## config.mk

```make
export PLATFORM = sky130hd
export DESIGN_NAME = cdm_apb_regs
export DESIGN_NICKNAME = d
export VERILOG_FILES = /design/src/design/cdm_pkg.sv /design/src/design/cdm_apb_regs.sv
export SDC_FILE = /design/constraint.sdc
export NUM_CORES = 1
export LEC_CHECK = 0
export BUFFER_PORTS_ARGS = -buffer_cell sky130_fd_sc_hd__buf_4
export CAP_MARGIN = 10
export CORE_ASPECT_RATIO = 1.25
export CORE_MARGIN = 4
export CORE_UTILIZATION = 41
export DETAILED_ROUTE_END_ITERATION = 6
export HOLD_SLACK_MARGIN = 0.08
export PLACE_DENSITY = 0.79
export REMOVE_ABC_BUFFERS = 1
export SYNTH_ARGS = -nofsm -noshare
export SYNTH_HDL_FRONTEND = slang
export SYNTH_SLANG_ARGS = --single-unit
```

## constraint.sdc

```tcl
create_clock -name clk -period 1.3 [get_ports clk]
set_input_delay 0.26 -clock clk [delete_from_list [all_inputs] [get_ports clk]]
set_output_delay 0.26 -clock clk [all_outputs]
set_load 0.1 [all_outputs]
```

## src/design/cdm_pkg.sv

```systemverilog
// ----------------------------------------------------------------------------
// cdm_pkg
// shared constants, config struct and sine table builder for the drive mixer
// ----------------------------------------------------------------------------
package cdm_pkg;

    // quarter-wave sine table size (table holds one extra end entry)
    localparam int SINE_TABLE_ENTRIES = 1024;
    localparam int SINE_IDX_W         = $clog2(SINE_TABLE_ENTRIES + 1);
    localparam int SINE_POS_W         = 16 + SINE_IDX_W;

    // field widths
    localparam int IN_W   = 16;
    localparam int DB_W   = 17;
    localparam int OUT_W  = 17;
    localparam int THR_W  = 14;
    localparam int GAIN_W = 16;

    // q1.15 one
    localparam logic [15:0] Q15_ONE = 16'h8000;

    // pipeline depths
    localparam int DB_LAT    = 3;
    localparam int SHAPE_LAT = 5;
    localparam int LATENCY   = DB_LAT + 2 * SHAPE_LAT + 3;

    // config register map, selected by paddr[2]
    localparam int   APB_ADDR_W    = 3;
    localparam logic REG_THRESHOLD = 1'b0;
    localparam logic REG_GAIN      = 1'b1;

    localparam logic [THR_W-1:0]  THRESHOLD_RESET = 14'd2458;
    localparam logic [GAIN_W-1:0] GAIN_RESET      = 16'd35425;

    typedef struct packed {
        logic [THR_W-1:0]  threshold;
        logic [GAIN_W-1:0] gain;
    } cdm_cfg_t;

    typedef logic [15:0] sine_tab_t [0:SINE_TABLE_ENTRIES];

    // pi/2 in q2.30 and the taylor series divisors (2k)(2k+1)
    localparam logic [63:0] PI_HALF_Q30 = 64'd1686629713;
    localparam logic [7:0]  TAYLOR_DIV [1:7] = '{8'd6, 8'd20, 8'd42, 8'd72,
                                                 8'd110, 8'd156, 8'd210};

    // sin(th), th q2.30 in [0, pi/2], result q1.15 rounded half up
    function automatic logic [15:0] taylor_sin_q15(input logic [63:0] th);
        logic [63:0]        th2;
        logic [63:0]        term;
        logic signed [63:0] sum;
        int                 k;
        th2  = (th * th) >> 30;
        term = th;
        sum  = signed'(th);
        for (k = 1; k <= 7; k++)
        begin
            term = (term * th2) >> 30;
            term = term / TAYLOR_DIV[k];
            if (k[0])
                sum = sum - signed'(term);
            else
                sum = sum + signed'(term);
        end
        if (sum < 0)
            sum = 64'sd0;
        sum = (sum + 64'sd16384) >>> 15;
        if (sum > 64'sd32768)
            sum = 64'sd32768;
        return sum[15:0];
    endfunction

    function automatic sine_tab_t build_sine_table();
        sine_tab_t tab;
        int        i;
        for (i = 0; i <= SINE_TABLE_ENTRIES; i++)
        begin
            tab[i] = taylor_sin_q15((PI_HALF_Q30 * 64'(i)) / SINE_TABLE_ENTRIES);
        end
        return tab;
    endfunction

endpackage

```

## src/design/cdm_apb_regs.sv

```systemverilog
// ----------------------------------------------------------------------------
// cdm_apb_regs
// apb register file holding the deadband threshold and rescale gain
// ----------------------------------------------------------------------------
module cdm_apb_regs
(
    input  logic                           clk,
    input  logic                           rst_n,
    input  logic                           psel,
    input  logic                           penable,
    input  logic                           pwrite,
    input  logic [cdm_pkg::APB_ADDR_W-1:0] paddr,
    input  logic [31:0]                    pwdata,
    output logic [31:0]                    prdata,
    output cdm_pkg::cdm_cfg_t              cfg
);
    import cdm_pkg::*;

    logic [THR_W-1:0]  threshold_reg;
    logic [GAIN_W-1:0] gain_reg;
    logic              wr_en;

    assign wr_en = psel & penable & pwrite;

    always_ff @(posedge clk or negedge rst_n)
    begin
        if (!rst_n)
        begin
            threshold_reg <= THRESHOLD_RESET;
            gain_reg      <= GAIN_RESET;
        end
        else if (wr_en)
        begin
            if (paddr[2] == REG_THRESHOLD)
                threshold_reg <= pwdata[THR_W-1:0];
            else
                gain_reg <= pwdata[GAIN_W-1:0];
        end
    end

    always_comb
    begin
        if (paddr[2] == REG_THRESHOLD)
            prdata = {{(32-THR_W){1'b0}}, threshold_reg};
        else
            prdata = {{(32-GAIN_W){1'b0}}, gain_reg};
    end

    assign cfg.threshold = threshold_reg;
    assign cfg.gain      = gain_reg;

endmodule

```

==> out/summary.txt, run 1 <==
Yosys warning count: 0
Fin cells: 227
WP data required: 1.04 ns
Final Hold Fails: 0
Largest net degree at the start of global routing: 31
Failing checks: negative setup slack
RSZ-0062 raised after global routing: yes
DIE AREA: 4750 um^2
# port buffers: 67
Pwr Density: 2500 nW/um^2
Initial core utilization: 0.429
Global-route wire length before repair: 6470 um
R2R Setup Slk: 0.40 ns
Placement Setup Slack: -0.0931 ns
Post-synthesis cell type count: 11
Core area: 3540 um^2
1st-iter DRT viols: 30
CP endpoint kind: output pin
Worst reg2reg startpoint: threshold_reg[10]
Vias in the first global route: 1253
Placed instance area: 2030 um^2
Hold_sp: pwdata[15]
Crit path time final: 1.43 ns
Commonest cells after routing, fill and taps aside: 42 x buf_4, 24 x mux2_4, 22 x buf_12, 20 x mux2_2, 18 x dfrtp_1
N_diodes: 0
Reg2reg end: threshold_reg[10]
I/O Pins: 102
Leading post-synthesis cells by cell area: dfrtp_1 30%, mux2_2 25%, dfstp_2 21%
Skew-Pair Late Insertion Delay: 0.27 ns
TritonCTS clock tree: yes
Post-Place Cells: 205
Row Count: 24
Final Max Tran Viols: 0
Hold Crit Class: input port to register
CTS Sinks: 30
Post-synthesis sequential area ratio: 0.504
Max reg flops: 16
Synth area leader: dfrtp_1
WL/cell: 18.0 um
LEAKAGE: 1.31 nW
Fraction of layout cells with a size suffix above 1: 0.798
Drc violations: 0
Path depth of the worst reg2reg path: 2
Crit path DAT: 1.17 ns
CTS root buf: clkbuf_8
Die Wd: 62.4 um
Syn Inst Count: 99
Die height: 76.1 um
Overflow left after global routing: 0
Setup Crit Path Kind: register to output pin
Result of the run: complete, but fails checks
Flops & latches, synth: 30
Hpwl dp: 2540 um
Most common cell after layout, fill and taps aside: buf_4
Antenna violations before repair: 0
Final Cell Area: 2620 um^2
Max Cap Viol: 0
GPL Wtd Cong: 0.706
Clock buffer depth: 2
Mapped cell area: 1520 um^2
Vias per inst: 4.83
Crit-path max FO: 3
Avg Inst Size Synth: 15.3 um^2
Final period util: 1.10
Area share of the largest cell type after synthesis: 0.297
Area grow syn2layout: 72.7%
PnR worst setup slack: -0.127 ns
Max Clk Rate: 701 MHz
VDD IR-drop max: 1.47 mV
Max Clock Skew: 0 ns
GRT Total Usage: 0.178
CTS Buf Count: 5
CTS clk-pin slew, worst paths: 0.06 ns
Critical Path Source Type: register
CTS H-tree depth: 2
Hold Path Depth: 2
WL final: 4090 um
Vias: 1097
Post-route ant nets: 0
Final core occ: 0.740
TritonRoute pass-1 iters: 2
Fin nets: 227
Hold endpoint: gain_reg[15]
Final setup violation count: 22
Fillers: 211
==> cell families (layout without fill, tap and decap cells) <==
logic type             after synthesis  count (layout)  synth area share
and+or+nand+nor                      4               4            0.0379
buffers and inverters               20              94             0.105
muxes                               44              44             0.351
other                                1              16           0.00247
DFF                                 30              30             0.504
==> cell type report <==
cell class                      instances  area [um^2]  area share
Multi-Input combinational cell         64          708       0.270
Sequential cell                        30          766       0.292
Clock buffer                            8         80.1      0.0305
Timing Repair Buffer                   86         1020       0.389
Tap cell                               39         48.8      0.0186
==> where the power goes <==
group	internal, mW	leakage (nW)	switching [mW]	total (mW)
clock network	0.379	0.0395	0.318	0.697
logic	1.41	0.924	3.08	4.49
registers	1.21	0.342	0.174	1.38
total	3.00	1.31	3.57	6.57
==> synth_stat cells (all sizes together) <==
library cell	instances
and2	2
buf	20
conb	1
dfrtp	18
dfstp	12
mux2	44
nand4	1
nand4b	1
==> critical path: stages (launching register included) <==
cell and delay [ns]:
dfstp_2 0.56, mux2_4 0.16, buf_12 0.17
==> worst max-delay path by stage <==
stage / start / to / slack [ns] / depth (start not counted)
after floorplan: gain_reg[14] / prdata[14] / -0.73 / 1
after global placement: paddr[2] / prdata[11] / -0.06 / 3
after detailed placement: paddr[2] / prdata[12] / -0.09 / 3
after CTS: gain_reg[9] / prdata[9] / -0.12 / 2
after global routing: threshold_reg[11] / prdata[11] / -0.16 / 2
final: gain_reg[0] / prdata[0] / -0.13 / 2
==> per-stage QoR <==
stage	power [mW]	hold WS (ns)	setup TNS (ns)
detailed placement	5.03	0.208	-1.57
global placement	4.99	0.201	-1.04
global route	6.77	0.214	-2.82
CTS	6.40	0.201	-2.31
floorplan	4.33	-0.0356	-8.61
finish	6.57	0.218	-1.91
==> routing by layer <==
metal,part of all wire,track usage,up-vias
li1,-,-,487
met1,0.32,0.174,549
met2,0.59,0.342,51
met3,0.063,0.0457,10
met4,0.024,0.0773,0
met5,0,0,-
==> timing repair <==
action,4_1_cts,5_1_grt
hold endpoints to repair,18,0
gates resized for setup,77,25
setup endpoints to repair,28,34
buffers inserted,11,2
hold buffers,1,0
gates cloned,0,0
No activity file was read; power rests on OpenSTA's default activity.
==> run 2: changes to the inputs <==
- GPL_TIMING_DRIVEN: unset -> 0
- PLACE_DENSITY: 0.79 -> 0.78
- SKIP_CTS_REPAIR_TIMING: unset -> 1
==> out/summary.txt, run 2 (synthesis results as in run 1) <==
TritonRoute pass-1 iters: 3 (+1)
Die height: 76.1 um (unchanged)
Largest net degree at the start of global routing: 31 (unchanged)
Clock buffer depth: 2 (unchanged)
Core area: 3540 um^2 (unchanged)
Final Hold Fails: 0 (unchanged)
Initial core utilization: 0.429 (unchanged)
RSZ-0062 raised after global routing: yes
Max reg flops: 16 (unchanged)
Sw frac: 0.548 (+0.00461)
Final period util: 1.09 (-0.00325)
Power Internal: 2.93 mW (-2.1%)
Row Count: 24 (unchanged)
WL final: 4050 um (-0.98%)
Clock share of power: 0.116 (+0.010)
CP cell instances: mux2_4 -> buf_12
Final core occ: 0.704 (-0.0364)
1st-iter DRT viols: 36 (+20%)
# port buffers: 67 (unchanged)
Crit-path max cell delay: 0.56 ns (about the same)
Fillers: 230 (+9.0%)
Die Wd: 62.4 um (unchanged)
Fin nets: 221 (-2.6%)
Slowest stage cell, crit path: dfstp_2
VDD IR-drop max: 1.54 mV (+4.9%)
Reg2reg end: threshold_reg[8]
GRT Total Usage: 0.147 (-0.0302)
Hold slack: 0.214 ns (-0.00402 ns)
Final Max Tran Viols: 0 (unchanged)
CTS H-tree depth: 2 (unchanged)
CP endpoint kind: output pin
CTS clk-pin slew, worst paths: 0.07 ns (about the same)
CP Capture Point: prdata[9]
Skew-Pair Late Insertion Delay: 0.27 ns (about the same)
Placement Setup Slack: -0.163 ns (-0.0702 ns)
Met1 GRT Util: 0.142 (-0.0324)
Pwr Density: 2600 nW/um^2 (+4.0%)
Crit path time final: 1.42 ns (-0.00422 ns)
Area grow syn2layout: 64.3%
P_sw: 3.56 mW (-0.27%)
Met3 GRT Util: 0.0398 (-0.00590)
N_diodes: 0 (unchanged)
Vias in the first global route: 1091 (-13%)
Result of the run: complete, but fails checks
Worst reg2reg startpoint: threshold_reg[8]
Antenna violations before repair: 0 (unchanged)
Crit path DAT: 1.16 ns (about the same)
Vias: 1082 (-1.4%)
Sum of negative setup slack: -2.13 ns (-0.226 ns)
I/O Pins: 102 (unchanged)
CTS root buf: clkbuf_8
Most common cell after layout, fill and taps aside: buf_4
Busiest layer in global routing: met2
Final setup violation count: 26 (+18%)
Crit-path max FO: 3 (unchanged)
Max Clock Skew: 0 ns (unchanged)
WL/cell: 18.3 um (+1.7%)
Global-route wire length before repair: 5400 um (-17%)
Hpwl dp: 2490 um (-1.8%)
Vias per inst: 4.90 (+1.3%)
Overflow left after global routing: 0 (unchanged)
R2R Setup Slk: 0.34 ns (-0.06 ns)
Total Power: 6.49 mW (-1.1%)
CTS Buf Count: 5 (unchanged)
Post-route ant nets: 0 (unchanged)
CTS Sinks: 30 (unchanged)
Area occupied by multi-input gates: 689 um^2 (-2.7%)
WP data required: 1.04 ns (about the same)
DIE AREA: 4750 um^2 (unchanged)
Failing checks: negative setup slack
Crit path from: gain_reg[9]
Commonest cells after routing, fill and taps aside: 46 x buf_4, 25 x mux2_2, 19 x mux2_4, 18 x dfrtp_1, 18 x buf_12
Setup Crit Path Kind: register to output pin
Max Clk Rate: 703 MHz (+0.30%)
GPL Wtd Cong: 0.745 (+5.4%)
Path depth of the worst reg2reg path: 3 (+1)
Hold Crit Class: input port to register
TritonCTS clock tree: yes
Fraction of layout cells with a size suffix above 1: 0.802 (+0.00433)
Sequential share of power: 0.213 (+0.003)
Seq. cell area: 766 um^2 (unchanged)
Combinational power share: 0.671 (-0.013)
Critical Path Source Type: register
GR Util met2: 0.271 (-0.0704)
Drc violations: 0 (unchanged)
PnR worst setup slack: -0.123 ns (+0.00422 ns)
LEAKAGE: 1.24 nW (-5.2%)
Max Cap Viol: 0 (unchanged)
[run 2: worst max-delay path, delay by kind of cell (launching register included)]
family                 cells  cell delay (ns)
flip-flops                 1             0.56
multiplexers               1             0.16
buffers and inverters      1             0.17
[run 2: power by group through the flow]
stage | Sequential [mW] | Combinational (mW) | Clock [mW]
final | 1.38 | 4.36 | 0.756
after global routing | 1.41 | 4.45 | 0.826
after CTS | 1.36 | 3.66 | 0.785
after detailed placement | 1.38 | 3.65 | 0
after global placement | 1.36 | 3.62 | 0
after floorplan | 2.89 | 1.44 | 0
[run 2: metal layers]
layer  share of wire  routed length (um)  vias to the layer above
met4           0.025                 102                        0
met3           0.054                 220                        9
li1                -                   -                      477
met2            0.59                2390                       53
met5               0                   0                        -
met1            0.33                1340                      543
[run 2: worst min path at each step]
stage / from / end / slack (ns) / cells after the start
final: pwdata[15] / gain_reg[15] / 0.21 / 2
after global placement: rst_n / threshold_reg[6] / 0.20 / 1
after detailed placement: rst_n / gain_reg[14] / 0.21 / 1
after global routing: pwdata[15] / gain_reg[15] / 0.21 / 2
after CTS: rst_n / gain_reg[14] / -0.09 / 1
after floorplan: rst_n / gain_reg[10] / -0.04 / 0
[run 2: stage by stage]
step / instance area, um^2 / instances
finish: 2490 / 221
global placement: 1970 / 200
CTS: 2060 / 208
detailed placement: 1970 / 200
global route: 2490 / 221
floorplan: 1420 / 94
[run 2: cell type report]
type,count,share of cell area
tap,39,0.0196
clock inverter,1,0.00201
timing repair buffer,80,0.361
sequential,30,0.307
clock buffer,7,0.0346
multi-input combinational,64,0.276
